$ cat config.mk
export PLATFORM = sky130hd
export DESIGN_NAME = two_wheel_distance_balancer
export DESIGN_NICKNAME = d
export VERILOG_FILES = /design/src/hw/rtl/twdb_pkg.sv /design/src/hw/rtl/twdb_core.sv /design/src/hw/rtl/two_wheel_distance_balancer.sv
export SDC_FILE = /design/constraint.sdc
export NUM_CORES = 1
export LEC_CHECK = 0
export ABC_AREA = 1
export BUFFER_PORTS_ARGS = -buffer_cell sky130_fd_sc_hd__buf_2
export CAP_MARGIN = 25
export CELL_PAD_IN_SITES_DETAIL_PLACEMENT = 1
export CELL_PAD_IN_SITES_GLOBAL_PLACEMENT = 2
export CORE_ASPECT_RATIO = 0.7
export CORE_MARGIN = 2
export CORE_UTILIZATION = 39
export DETAILED_ROUTE_END_ITERATION = 12
export GPL_TIMING_DRIVEN = 0
export HOLD_SLACK_MARGIN = 0.12
export PLACE_DENSITY = 0.92
export SYNTH_ARGS = -nofsm -noshare
export SYNTH_HDL_FRONTEND = slang
export SYNTH_SLANG_ARGS = --single-unit
export TNS_END_PERCENT = 5
$ cat constraint.sdc
create_clock -name clk -period 8.7 [get_ports clk]
set_clock_uncertainty 0.15 [all_clocks]
set_input_delay 0.435 -clock clk [delete_from_list [all_inputs] [get_ports clk]]
set_output_delay 0.435 -clock clk [all_outputs]
set_load 0.02 [all_outputs]
$ cat src/hw/rtl/twdb_pkg.sv
`default_nettype none
package twdb_pkg;

  // configuration register indexes
  localparam logic [1:0] REG_PWM_LIMIT      = 2'd0;
  localparam logic [1:0] REG_BASE_SPEED     = 2'd1;
  localparam logic [1:0] REG_STEPS_PER_CELL = 2'd2;

  localparam logic MODE_TICK  = 1'b0;
  localparam logic MODE_START = 1'b1;

  localparam logic [7:0]  PWM_LIMIT_RST      = 8'd255;
  localparam logic [6:0]  BASE_SPEED_RST     = 7'd100;
  localparam logic [15:0] STEPS_PER_CELL_RST = 16'd1000;

  localparam logic [7:0] SPEED_MIN = 8'h80;

  typedef struct packed {
    logic [7:0]  pwm_limit;
    logic [6:0]  base_speed;
    logic [15:0] steps_per_cell;
  } cfg_t;

  typedef struct packed {
    logic        mode;
    logic [7:0]  cells;
    logic [31:0] left_count;
    logic [31:0] right_count;
  } item_t;

  // speeds are two's complement
  typedef struct packed {
    logic [31:0] origin_left;
    logic [23:0] target_steps;
    logic [7:0]  speed_left;
    logic [7:0]  speed_right;
    logic        moving;
  } state_t;

  typedef struct packed {
    logic [7:0] left_forward_duty;
    logic [7:0] left_reverse_duty;
    logic [7:0] right_forward_duty;
    logic [7:0] right_reverse_duty;
    logic       move_done;
  } result_t;

  // saturating decrement of a signed speed
  function automatic logic [7:0] dec_sat(input logic [7:0] spd);
    logic [7:0] res;
    if (spd == SPEED_MIN) begin
      res = spd;
    end else begin
      res = spd - 8'd1;
    end
    return res;
  endfunction

  // clamp to +/- lim and split: {reverse, forward}
  function automatic logic [15:0] drive(input logic [7:0] spd, input logic [7:0] lim);
    logic signed [9:0] s;
    logic signed [9:0] l;
    logic signed [9:0] c;
    logic signed [9:0] neg;
    logic [15:0] res;
    s = {{2{spd[7]}}, spd};
    l = {2'b00, lim};
    if (s > l) begin
      c = l;
    end else if (s < -l) begin
      c = -l;
    end else begin
      c = s;
    end
    neg = -c;
    if (c > 10'sd0) begin
      res = {8'd0, c[7:0]};
    end else begin
      res = {neg[7:0], 8'd0};
    end
    return res;
  endfunction

endpackage
`default_nettype wire

$ cat src/hw/rtl/twdb_core.sv
`default_nettype none
module twdb_core (
  input  wire twdb_pkg::cfg_t   cfg,
  input  wire twdb_pkg::item_t  item,
  input  wire twdb_pkg::state_t st,
  output twdb_pkg::state_t      st_nxt,
  output twdb_pkg::result_t     res
);

  logic [23:0] target_prod;
  logic [7:0]  base8;
  logic [31:0] travel;
  logic        reached;
  logic        stopped;
  logic [15:0] drv_l;
  logic [15:0] drv_r;

  assign target_prod = {8'd0, cfg.steps_per_cell} * {16'd0, item.cells};
  assign base8       = {1'b0, cfg.base_speed};
  assign travel      = item.left_count - st.origin_left;
  assign reached     = $signed(travel) >= $signed({8'd0, st.target_steps});

  always_comb begin
    st_nxt  = st;
    stopped = 1'b1;
    if (item.mode == twdb_pkg::MODE_START) begin
      st_nxt.origin_left  = item.left_count;
      st_nxt.target_steps = target_prod;
      st_nxt.speed_left   = base8;
      st_nxt.speed_right  = base8;
      st_nxt.moving       = (target_prod != 24'd0);
      stopped             = (target_prod == 24'd0);
    end else if (st.moving) begin
      if (reached) begin
        st_nxt.moving = 1'b0;
      end else begin
        stopped = 1'b0;
        if ($signed(item.left_count) > $signed(item.right_count)) begin
          // left leads
          if ($signed(st.speed_right) < $signed(base8)) begin
            st_nxt.speed_right = base8;
          end else begin
            st_nxt.speed_left = twdb_pkg::dec_sat(st.speed_left);
          end
        end else if ($signed(item.right_count) > $signed(item.left_count)) begin
          if ($signed(st.speed_left) < $signed(base8)) begin
            st_nxt.speed_left = base8;
          end else begin
            st_nxt.speed_right = twdb_pkg::dec_sat(st.speed_right);
          end
        end
      end
    end
  end

  assign drv_l = twdb_pkg::drive(st_nxt.speed_left, cfg.pwm_limit);
  assign drv_r = twdb_pkg::drive(st_nxt.speed_right, cfg.pwm_limit);

  always_comb begin
    if (stopped) begin
      res = '0;
      res.move_done = 1'b1;
    end else begin
      res.left_forward_duty  = drv_l[7:0];
      res.left_reverse_duty  = drv_l[15:8];
      res.right_forward_duty = drv_r[7:0];
      res.right_reverse_duty = drv_r[15:8];
      res.move_done          = 1'b0;
    end
  end

endmodule
`default_nettype wire

$ cat src/hw/rtl/two_wheel_distance_balancer.sv
`default_nettype none
// an accepted item passes the input register, then the result register, before result valid
// throughput: one item per cycle while not stalled by out_tready; balance update and clamp
// sit between the input and result registers, state is updated in the same cycle
// reset (rst_n low, synchronous): pipeline empty, no move running, speeds and
// target zero, pwm_limit 255, base_speed 100, steps_per_cell 1000
module two_wheel_distance_balancer (
  input  wire logic        clk,
  input  wire logic        rst_n,
  input  wire logic        in_tvalid,
  output      logic        in_tready,
  input  wire logic [71:0] in_tdata,   // cells[7:0], left_count[39:8], right_count[71:40]
  input  wire logic        in_tuser,   // mode
  output      logic        out_tvalid,
  input  wire logic        out_tready,
  output      logic [31:0] out_tdata,  // left_forward_duty, left_reverse_duty,
                                       // right_forward_duty, right_reverse_duty
  output      logic        out_tuser,  // move_done
  input  wire logic        cfg_we,
  input  wire logic [1:0]  cfg_addr,
  input  wire logic [15:0] cfg_wdata
);

  twdb_pkg::cfg_t    cfg_r;
  twdb_pkg::item_t   item_r;
  logic              item_v_r;
  twdb_pkg::state_t  st_r;
  twdb_pkg::state_t  st_nxt;
  twdb_pkg::result_t res_nxt;
  twdb_pkg::result_t res_r;
  logic              out_v_r;
  logic              advance;

  assign advance   = !out_v_r || out_tready;
  assign in_tready = !item_v_r || advance;

  twdb_core u_core (
    .cfg    (cfg_r),
    .item   (item_r),
    .st     (st_r),
    .st_nxt (st_nxt),
    .res    (res_nxt)
  );

  always_ff @(posedge clk) begin
    if (!rst_n) begin
      cfg_r.pwm_limit      <= twdb_pkg::PWM_LIMIT_RST;
      cfg_r.base_speed     <= twdb_pkg::BASE_SPEED_RST;
      cfg_r.steps_per_cell <= twdb_pkg::STEPS_PER_CELL_RST;
    end else if (cfg_we) begin
      case (cfg_addr)
        twdb_pkg::REG_PWM_LIMIT:      cfg_r.pwm_limit      <= cfg_wdata[7:0];
        twdb_pkg::REG_BASE_SPEED:     cfg_r.base_speed     <= cfg_wdata[6:0];
        twdb_pkg::REG_STEPS_PER_CELL: cfg_r.steps_per_cell <= cfg_wdata;
        default: ;
      endcase
    end
  end

  always_ff @(posedge clk) begin
    if (!rst_n) begin
      item_v_r <= 1'b0;
    end else if (in_tready) begin
      item_v_r <= in_tvalid;
    end
    if (in_tready && in_tvalid) begin
      item_r.mode        <= in_tuser;
      item_r.cells       <= in_tdata[7:0];
      item_r.left_count  <= in_tdata[39:8];
      item_r.right_count <= in_tdata[71:40];
    end
  end

  always_ff @(posedge clk) begin
    if (!rst_n) begin
      st_r    <= '0;
      out_v_r <= 1'b0;
    end else if (advance) begin
      out_v_r <= item_v_r;
      if (item_v_r) begin
        st_r <= st_nxt;
      end
    end
    if (advance && item_v_r) begin
      res_r <= res_nxt;
    end
  end

  assign out_tvalid = out_v_r;
  assign out_tdata  = {res_r.right_reverse_duty, res_r.right_forward_duty,
                       res_r.left_reverse_duty, res_r.left_forward_duty};
  assign out_tuser  = res_r.move_done;

  // a finished move always shows zero drive
  a_done_zero: assert property (@(posedge clk) disable iff (!rst_n)
    out_tvalid && out_tuser |-> out_tdata == 32'd0)
    else $error("done result with nonzero drive");

  // a running move has a nonzero target
  a_moving_target: assert property (@(posedge clk) disable iff (!rst_n)
    st_r.moving |-> st_r.target_steps != 24'd0)
    else $error("move running with zero target");

  // a wheel never drives both channels
  a_one_channel: assert property (@(posedge clk) disable iff (!rst_n)
    out_tvalid |-> (out_tdata[7:0] == 8'd0 || out_tdata[15:8] == 8'd0) &&
                   (out_tdata[23:16] == 8'd0 || out_tdata[31:24] == 8'd0))
    else $error("forward and reverse duty both set");

  // an accepted item lands in the input register
  a_item_capture: assert property (@(posedge clk) disable iff (!rst_n)
    in_tvalid && in_tready |=> item_v_r)
    else $error("accepted item lost");

endmodule
`default_nettype wire
==> metrics.json, run 1 <==
{
  "outcome": {
    "run_status": "completed"
  },
  "layout": {
    "final_net_count": 3079,
    "drive_gt1_share_pct": 9.45,
    "diodes": 0,
    "final_cell_area_um2": 21500,
    "areaGrowthSynthToFinish_pct": 17.9
  },
  "grt": {
    "grt_antenna_before_repair": 1,
    "globalRouteTotalUtil_pct": 24.8,
    "grt_pass1_wl_mm": 96.3,
    "number_of_global_route_vias_before_repair": 18200,
    "grt_max_degree": 40,
    "grt-ovfl-total": 0
  },
  "setup_path": {
    "setup.worst_path.class": "flip-flop to flip-flop",
    "worst_setup_path_start_kind": "flip-flop",
    "cpMostUsedCell": "sky130_fd_sc_hd__nand2_1",
    "critical-path-max-stage-delay_ns": 0.66,
    "cp_data_arrival_time_ns": 7.58,
    "depth_of_the_worst_register_to_register_path": 46,
    "timing.critical_path.to_type": "flip-flop",
    "cpMaxStageDelayCell": "sky130_fd_sc_hd__o41ai_1",
    "crit-reg2reg-launch": "item_r[32]",
    "cp_data_required_time_ns": 8.84,
    "cp_max_fo": 10,
    "r2r_setup_slack_ns": 1.25,
    "critical_path.reg2reg.endpoint": "out_tdata[19]"
  },
  "synthesis": {
    "synth_nets": 2823,
    "synthTopCellsByArea": "sky130_fd_sc_hd__edfxtp_1 17%, sky130_fd_sc_hd__nand2_1 13%, sky130_fd_sc_hd__ha_1 13%",
    "synth.top_cell.area_share_pct": 17.4,
    "yosys-mux-area-fraction_pct": 0,
    "syn_avg_cell_area_um2": 7.45,
    "synth.lib_cells_used.distinct": 52,
    "synth_adder_area_share_pct": 22.2,
    "synthXorXnorAreaFrac_pct": 3.02,
    "synth_top_family_by_area": "simple AND/OR/NAND/NOR gates",
    "synthesis.instances": 2454,
    "ys_async_sr_fraction_pct": 0,
    "synth.most_common_cell": "sky130_fd_sc_hd__nand2_1",
    "synth_simple_gate_area_share_pct": 23.2,
    "postSynthRegisterBits": 212,
    "synthTopCellsByCount": "634 x sky130_fd_sc_hd__nand2_1, 469 x sky130_fd_sc_hd__inv_1, 188 x sky130_fd_sc_hd__ha_1, 167 x sky130_fd_sc_hd__a21oi_1, 144 x sky130_fd_sc_hd__nor2_1",
    "synth_enable_flop_cells": 106,
    "biggest_area_consumer_among_synthesized_cells": "sky130_fd_sc_hd__edfxtp_1",
    "synthesis.area_um2": 18300,
    "yosys_warning_total": 0,
    "sequential_area_share_after_synthesis_pct": 29.0,
    "synth_ff_type": "sky130_fd_sc_hd__edfxtp_1",
    "synth_compound_gate_area_share_pct": 11.1
  },
  "clock_network": {
    "cts-buffers-inserted": 26,
    "cts-root-to-sink-buffers": 3,
    "clkSinkCount": 212,
    "root_buffer": "sky130_fd_sc_hd__clkbuf_16",
    "clock_transition_at_the_register_clock_pins_on_the_worst_setup_and_hold_paths_after_cts_ns": 0.06,
    "clock_latency_on_the_worst_skew_pair_ns": 0.56,
    "cts_tree": "yes",
    "post_cts.resized_instances": 0,
    "cts_htree_levels": 1
  },
  "routing": {
    "vias": 17100,
    "wire_per_inst_um": 17.8,
    "final_antenna_net_count": 0,
    "route.detailed.drc": 0,
    "detailedRoute.firstIterationViolations": 931,
    "detail_route.first_pass.iterations": 5,
    "total_wire_length_after_detailed_routing_mm": 59.5,
    "route.detailed.vias_per_inst": 5.11
  },
  "floorplanning": {
    "floorplan.rows": 66,
    "die_width_um": 263,
    "die_height_um": 185,
    "floorplan.initialDensity_pct": 39.5,
    "placeable_area_um2": 46300,
    "io-pin-count": 131,
    "design.die.area_um2": 48700
  },
  "timing": {
    "setup_violations": 0,
    "totalNegativeSetupSlack_ns": 0,
    "layout_min_cycle_time_ns": 7.45,
    "report.final.hold_viol_count": 0,
    "rsz_0062_raised_after_global_routing": "no",
    "final_max_slew_viol_count": 0,
    "final_min_period_over_clock_period_pct": 85.6,
    "maxSlewHeadroom_pct": 36.7,
    "worst_pin_slew_ns": 0.943,
    "max_clock_freq_mhz": 134
  },
  "worst_hold_path": {
    "worst_hold_path.num_cells": 4,
    "holdCritStartpoint": "cfg_addr[0]",
    "timing.hold.worst.class": "input pin to flip-flop",
    "whs_endpoint": "cfg_r[25]"
  },
  "place": {
    "dpl_cell_area_um2": 19700,
    "numPortBuffers": 130,
    "finalWeightedCongestion": 0.910,
    "dpl.hpwl_mm": 46.4
  },
  "power_and_ir_drop": {
    "post-layout-total-power_mw": 3.88,
    "leakage_nw": 11.0,
    "ir_drop_v": 0.000139,
    "pwr_density_cell_nw_per_um2": 180
  },
  "job": {
    "maxCapViolCount": 0
  }
}
## final cells by class
type,instances,area (µm²)
clock buffer,36,709
multi-input combinational,1693,10900
timing repair buffer,228,1650
fill,5811,24800
clock inverter,11,139
tap,612,766
sequential,212,5310
buffer,72,308
inverter,477,1790
## sequential cells by signal, indices dropped and copies added, names as in the netlist
register and flops:
item_v_r 1, cfg_r 31, st_r 73, out_tdata 32, out_tuser 1, out_tvalid 1
item_r 73
## where the power goes
part           internal (mW)  leakage [nW]  switching (mW)  total (mW)
logic                  0.598          8.73            1.02        1.62
registers               1.11          1.90          0.0385        1.15
clock network          0.659         0.414           0.453        1.11
## stage by stage
stage                     util, %  hold WS (ns)  setup WS (ns)  instances
final                        46.5         0.187           1.25       3341
after global placement       42.5         0.294           1.57       3196
after floorplan                 -         0.283           2.91       2454
after CTS                    46.5         0.143           1.27       3340
after detailed placement     42.6         0.307           1.32       3198
after global routing         46.5         0.216          0.453       3341
## worst max-delay path, delay by kind of cell, from the launching register on
family                     cells  cell delay [ns]
DFF                            1             0.35
buffers and inverters          6             0.67
AOI/OAI and AO/OA              4             1.32
xor gates and xnor gates       1             0.19
adders and majority gates      5             1.43
and+or+nand+nor               30             3.03
## cells by family after synthesis
group	after synthesis
AOI/OAI and AO/OA	367
xor gates and xnor gates	63
adders and majority gates	273
and+or+nand+nor	990
DFF	212
buffers and inverters	549
## layout by cell type, fill, tap and decap left out, drive strengths merged, types with 7 or more instances in the layout
cell type / count
xor2: 43
dfxtp: 106
inv: 478
o21ai: 130
dlygate4sd3: 95
clkbuf: 101
nand2: 658
a21o: 8
nand3: 103
a21oi: 170
nand4: 22
nor3: 18
ha: 188
fa: 85
xnor2: 20
clkinv: 7
nor2: 171
edfxtp: 106
buf: 140
a31oi: 14
o211ai: 29
## layer usage
| metal | wire (µm) | GRT usage [%] |
|---|---|---|
| met5 | 0 | 0 |
| met4 | 951 | 4.76 |
| met3 | 2660 | 3.52 |
| met2 | 27100 | 41.4 |
| met1 | 28800 | 34.4 |
## repair_timing
item	4_1_cts	5_1_grt
hold endpoints to repair	106	0
setup buffers	0	0
hold buffers	95	0
## worst max path at each step
| stage | from | end | slack, ns |
|---|---|---|---|
| floorplan | item_r[32] | out_tdata[28] | 2.91 |
| global placement | item_r[32] | out_tdata[19] | 1.57 |
| detailed placement | item_r[32] | out_tdata[19] | 1.32 |
| CTS | item_r[32] | out_tdata[21] | 1.27 |
| global route | item_r[32] | out_tdata[31] | 0.45 |
| finish | item_r[32] | out_tdata[19] | 1.25 |
Note: power is estimated with default switching activity, not from simulation.
==> inputs of run 2 (changes only) <==
--- a/config.mk
+++ b/config.mk
@@ -17,6 +17,7 @@
 export GPL_TIMING_DRIVEN = 0
 export HOLD_SLACK_MARGIN = 0.12
 export PLACE_DENSITY = 0.92
+export REMOVE_ABC_BUFFERS = 1
 export SYNTH_ARGS = -nofsm -noshare
 export SYNTH_HDL_FRONTEND = slang
 export SYNTH_SLANG_ARGS = --single-unit
==> run 2 against run 1 <==
Compared with the run above:
- wire length shrank 1.8%
- utilization is 0.43 points lower
- worst hold slack got worse by 0.034 ns
- clock power is essentially flat
- global-route usage fell by 0.65 points
- sequential power about the same
- first-iteration DRC count fell by 3.5%
- design area is 0.92% lower
- via count decreased by 2.3%
- critical path type unchanged
- critical endpoint is now out_tdata[15]
- largest cell class unchanged
==> metrics.json, run 2 (synthesized netlist as in run 1, its figures left out) <==
{
  "outcome": {
    "run_status": {"value": "completed", "change": "unchanged"}
  },
  "clock_network": {
    "clkSinkCount": {"value": 212, "change": "unchanged"},
    "cts_htree_levels": {"value": 1, "change": "unchanged"},
    "root_buffer": {"value": "sky130_fd_sc_hd__clkbuf_16", "change": "unchanged"},
    "clock_latency_on_the_worst_skew_pair": {"value": 0.57, "unit": "ns", "change": "was 0.56 ns"},
    "cts_tree": {"value": "yes", "change": "unchanged"},
    "cts-root-to-sink-buffers": {"value": 3, "change": "unchanged"},
    "clock_transition_at_the_register_clock_pins_on_the_worst_setup_and_hold_paths_after_cts": {"value": 0.07, "unit": "ns", "change": "was 0.06 ns"},
    "post_cts.resized_instances": {"value": 0, "change": "unchanged"},
    "cts-buffers-inserted": {"value": 26, "change": "unchanged"}
  },
  "place": {
    "numPortBuffers": {"value": 130, "change": "unchanged"},
    "dpl_cell_area": {"value": 19500, "unit": "µm²", "change": "was 19700 µm²"},
    "dpl.hpwl": {"value": 45.4, "unit": "mm", "change": "was 46.4 mm"},
    "placement.setup.worst_slack": {"value": 1.02, "unit": "ns", "change": "was 1.32 ns"},
    "finalWeightedCongestion": {"value": 0.896, "change": "was 0.910"}
  },
  "routing": {
    "detailedRoute.firstIterationViolations": {"value": 898, "change": "was 931"},
    "route.detailed.drc": {"value": 0, "change": "unchanged"},
    "wire_per_inst": {"value": 17.9, "unit": "µm", "change": "was 17.8 µm"},
    "vias": {"value": 16700, "change": "was 17100"},
    "detail_route.first_pass.iterations": {"value": 5, "change": "unchanged"},
    "final_antenna_net_count": {"value": 0, "change": "unchanged"},
    "route.detailed.vias_per_inst": {"value": 5.10, "change": "was 5.11"},
    "total_wire_length_after_detailed_routing": {"value": 58.5, "unit": "mm", "change": "was 59.5 mm"}
  },
  "setup_path": {
    "cpMostUsedCell": {"value": "sky130_fd_sc_hd__nand2_1", "change": "unchanged"},
    "cp_data_arrival_time": {"value": 8.15, "unit": "ns", "change": "was 7.58 ns"},
    "cpMaxStageDelayCell": {"value": "sky130_fd_sc_hd__fa_1", "change": "was sky130_fd_sc_hd__o41ai_1"},
    "cp_max_fo": {"value": 15, "change": "was 10"},
    "worst_setup_path_start_kind": {"value": "flip-flop", "change": "unchanged"},
    "cp_data_required_time": {"value": 8.97, "unit": "ns", "change": "was 8.84 ns"},
    "timing.critical_path.to_type": {"value": "flip-flop", "change": "unchanged"},
    "critical-path-max-stage-delay": {"value": 0.42, "unit": "ns", "change": "was 0.66 ns"},
    "r2r_setup_slack": {"value": 0.82, "unit": "ns", "change": "was 1.25 ns"},
    "setup.worst_path.class": {"value": "flip-flop to flip-flop", "change": "unchanged"}
  },
  "layout": {
    "final_cell_area": {"value": 21400, "unit": "µm²", "change": "was 21500 µm²"},
    "most_used_cells_in_the_layout_excluding_fill_and_tap_cells": {"value": "634 x sky130_fd_sc_hd__nand2_1, 468 x sky130_fd_sc_hd__inv_1, 188 x sky130_fd_sc_hd__ha_1, 167 x sky130_fd_sc_hd__a21oi_1, 143 x sky130_fd_sc_hd__nor2_1", "change": "was 634 x sky130_fd_sc_hd__nand2_1, 468 x sky130_fd_sc_hd__inv_1, 188 x sky130_fd_sc_hd__ha_1, 167 x sky130_fd_sc_hd__a21oi_1, 144 x sky130_fd_sc_hd__nor2_1"},
    "final_net_count": {"value": 3008, "change": "was 3079"},
    "diodes": {"value": 0, "change": "unchanged"},
    "final_common_cell": {"value": "sky130_fd_sc_hd__nand2_1", "change": "unchanged"},
    "drive_gt1_share": {"value": 9.70, "unit": "%", "change": "was 9.45%"},
    "final_core_util": {"value": 46.1, "unit": "%", "change": "was 46.5%"},
    "total_area_of_multi_input_combinational_cells": {"value": 10900, "unit": "µm²", "change": "about the same"},
    "layout_fillers": {"value": 5695, "change": "was 5811"},
    "areaGrowthSynthToFinish": {"value": 16.8, "unit": "%", "change": "was 17.9%"},
    "seqCellArea": {"value": 5310, "unit": "µm²", "change": "unchanged"}
  },
  "timing": {
    "whs": {"value": 0.154, "unit": "ns", "change": "was 0.187 ns"},
    "worst_pin_slew": {"value": 0.954, "unit": "ns", "change": "was 0.943 ns"},
    "final_critical_path_setup_slack": {"value": 0.819, "unit": "ns", "change": "was 1.25 ns"},
    "totalNegativeSetupSlack": {"value": 0, "unit": "ns", "change": "unchanged"},
    "report.final.hold_viol_count": {"value": 0, "change": "unchanged"},
    "final_max_slew_viol_count": {"value": 0, "change": "unchanged"},
    "layout_min_cycle_time": {"value": 7.88, "unit": "ns", "change": "was 7.45 ns"},
    "final_min_period_over_clock_period": {"value": 90.6, "unit": "%", "change": "was 85.6%"},
    "setup_violations": {"value": 0, "change": "unchanged"},
    "maxSlewHeadroom": {"value": 36.3, "unit": "%", "change": "was 36.7%"},
    "rsz_0062_raised_after_global_routing": {"value": "no", "change": "unchanged"},
    "max_clock_freq": {"value": 127, "unit": "MHz", "change": "was 134 MHz"}
  },
  "power_and_ir_drop": {
    "power.switching": {"value": 1.55, "unit": "mW", "change": "was 1.51 mW"},
    "ir_drop": {"value": 0.000157, "unit": "V", "change": "was 0.000139 V"},
    "pwr_density_cell": {"value": 183, "unit": "nW/µm²", "change": "was 180 nW/µm²"},
    "power.share.sequential": {"value": 30.1, "unit": "%", "change": "was 29.7%"},
    "leakage": {"value": 11.0, "unit": "nW", "change": "about the same"},
    "power.share.switching": {"value": 39.5, "unit": "%", "change": "was 38.9%"},
    "share_comb_of_total_power": {"value": 41.0, "unit": "%", "change": "was 41.7%"},
    "p_clk_share": {"value": 28.9, "unit": "%", "change": "was 28.6%"},
    "p_int": {"value": 2.37, "unit": "mW", "change": "about the same"}
  },
  "floorplanning": {
    "die_height": {"value": 185, "unit": "µm", "change": "unchanged"},
    "design.die.area": {"value": 48700, "unit": "µm²", "change": "unchanged"},
    "die_width": {"value": 263, "unit": "µm", "change": "unchanged"},
    "floorplan.rows": {"value": 66, "change": "unchanged"},
    "placeable_area": {"value": 46300, "unit": "µm²", "change": "unchanged"},
    "io-pin-count": {"value": 131, "change": "unchanged"},
    "floorplan.initialDensity": {"value": 39.5, "unit": "%", "change": "unchanged"}
  },
  "grt": {
    "grt-ovfl-total": {"value": 0, "change": "unchanged"},
    "grt_max_degree": {"value": 66, "change": "was 40"},
    "grt_antenna_before_repair": {"value": 1, "change": "unchanged"},
    "globalRouteTotalUtil": {"value": 24.1, "unit": "%", "change": "was 24.8%"},
    "number_of_global_route_vias_before_repair": {"value": 17700, "change": "was 18200"},
    "grt_pass1_wl": {"value": 93.9, "unit": "mm", "change": "was 96.3 mm"}
  },
  "job": {
    "maxCapViolCount": {"value": 0, "change": "unchanged"}
  },
  "worst_hold_path": {
    "timing.hold.worst.class": {"value": "input pin to flip-flop", "change": "unchanged"}
  }
}
-- run 2: final cells by class --
type                    count  area share (%)
well taps                 612            3.59
clock inverters            15           0.803
repair buffers            229            8.08
multi-input cells        1693            51.0
flip-flops and latches    212            24.8
inverters                 477            8.40
clock buffers              33            3.27
-- run 2: critical path, delay by kind of cell, from the launching register on --
kind / cells / cell delay, ns
XOR/XNOR: 1 / 0.23
AO/OA/AOI/OAI: 6 / 1.00
flip-flops: 1 / 0.36
AND/OR/NAND/NOR: 29 / 3.78
buffers and inverters: 8 / 0.76
adder cells (fa/ha/maj): 5 / 1.42
-- run 2: power groups by stage --
stage / logic, mW / clock network [mW] / registers (mW)
final: 1.60 / 1.13 / 1.18
after global routing: 1.82 / 1.20 / 1.18
after CTS: 1.60 / 1.16 / 1.17
after detailed placement: 1.55 / 0 / 1.20
after global placement: 1.48 / 0 / 1.19
after floorplan: 1.10 / 0 / 1.18
-- run 2: worst paths after layout --
path | startpoint | endpoint | cells after the start
max | item_r[32] | out_tdata[15] | 49
max reg2reg | item_r[32] | out_tdata[15] | 49
min reg2reg | st_r[69] | st_r[69] | 2
min | cfg_addr[0] | cfg_r[26] | 3
-- run 2: through the flow --
step,total power [mW],instances
6_report,3.91,3271
5_1_grt,4.20,3271
4_1_cts,3.93,3270
3_5_place_dp,2.75,3130
3_3_place_gp,2.67,3124
2_1_floorplan,2.28,2382
-- run 2: repair_timing --
| item | 4_1_cts | 5_1_grt |
|---|---|---|
| hold buffers | 92 | 0 |
| endpoints found under the setup margin | 0 | 0 |
| setup buffers | 0 | 0 |
| hold endpoints to repair | 106 | 0 |
-- run 2: per-layer routing --
metal  track usage (%)  part of all wire, %
met5                 0                    0
met4              4.11                  1.6
met3              3.46                  4.9
met2              40.4                   45
met1              33.6                   49
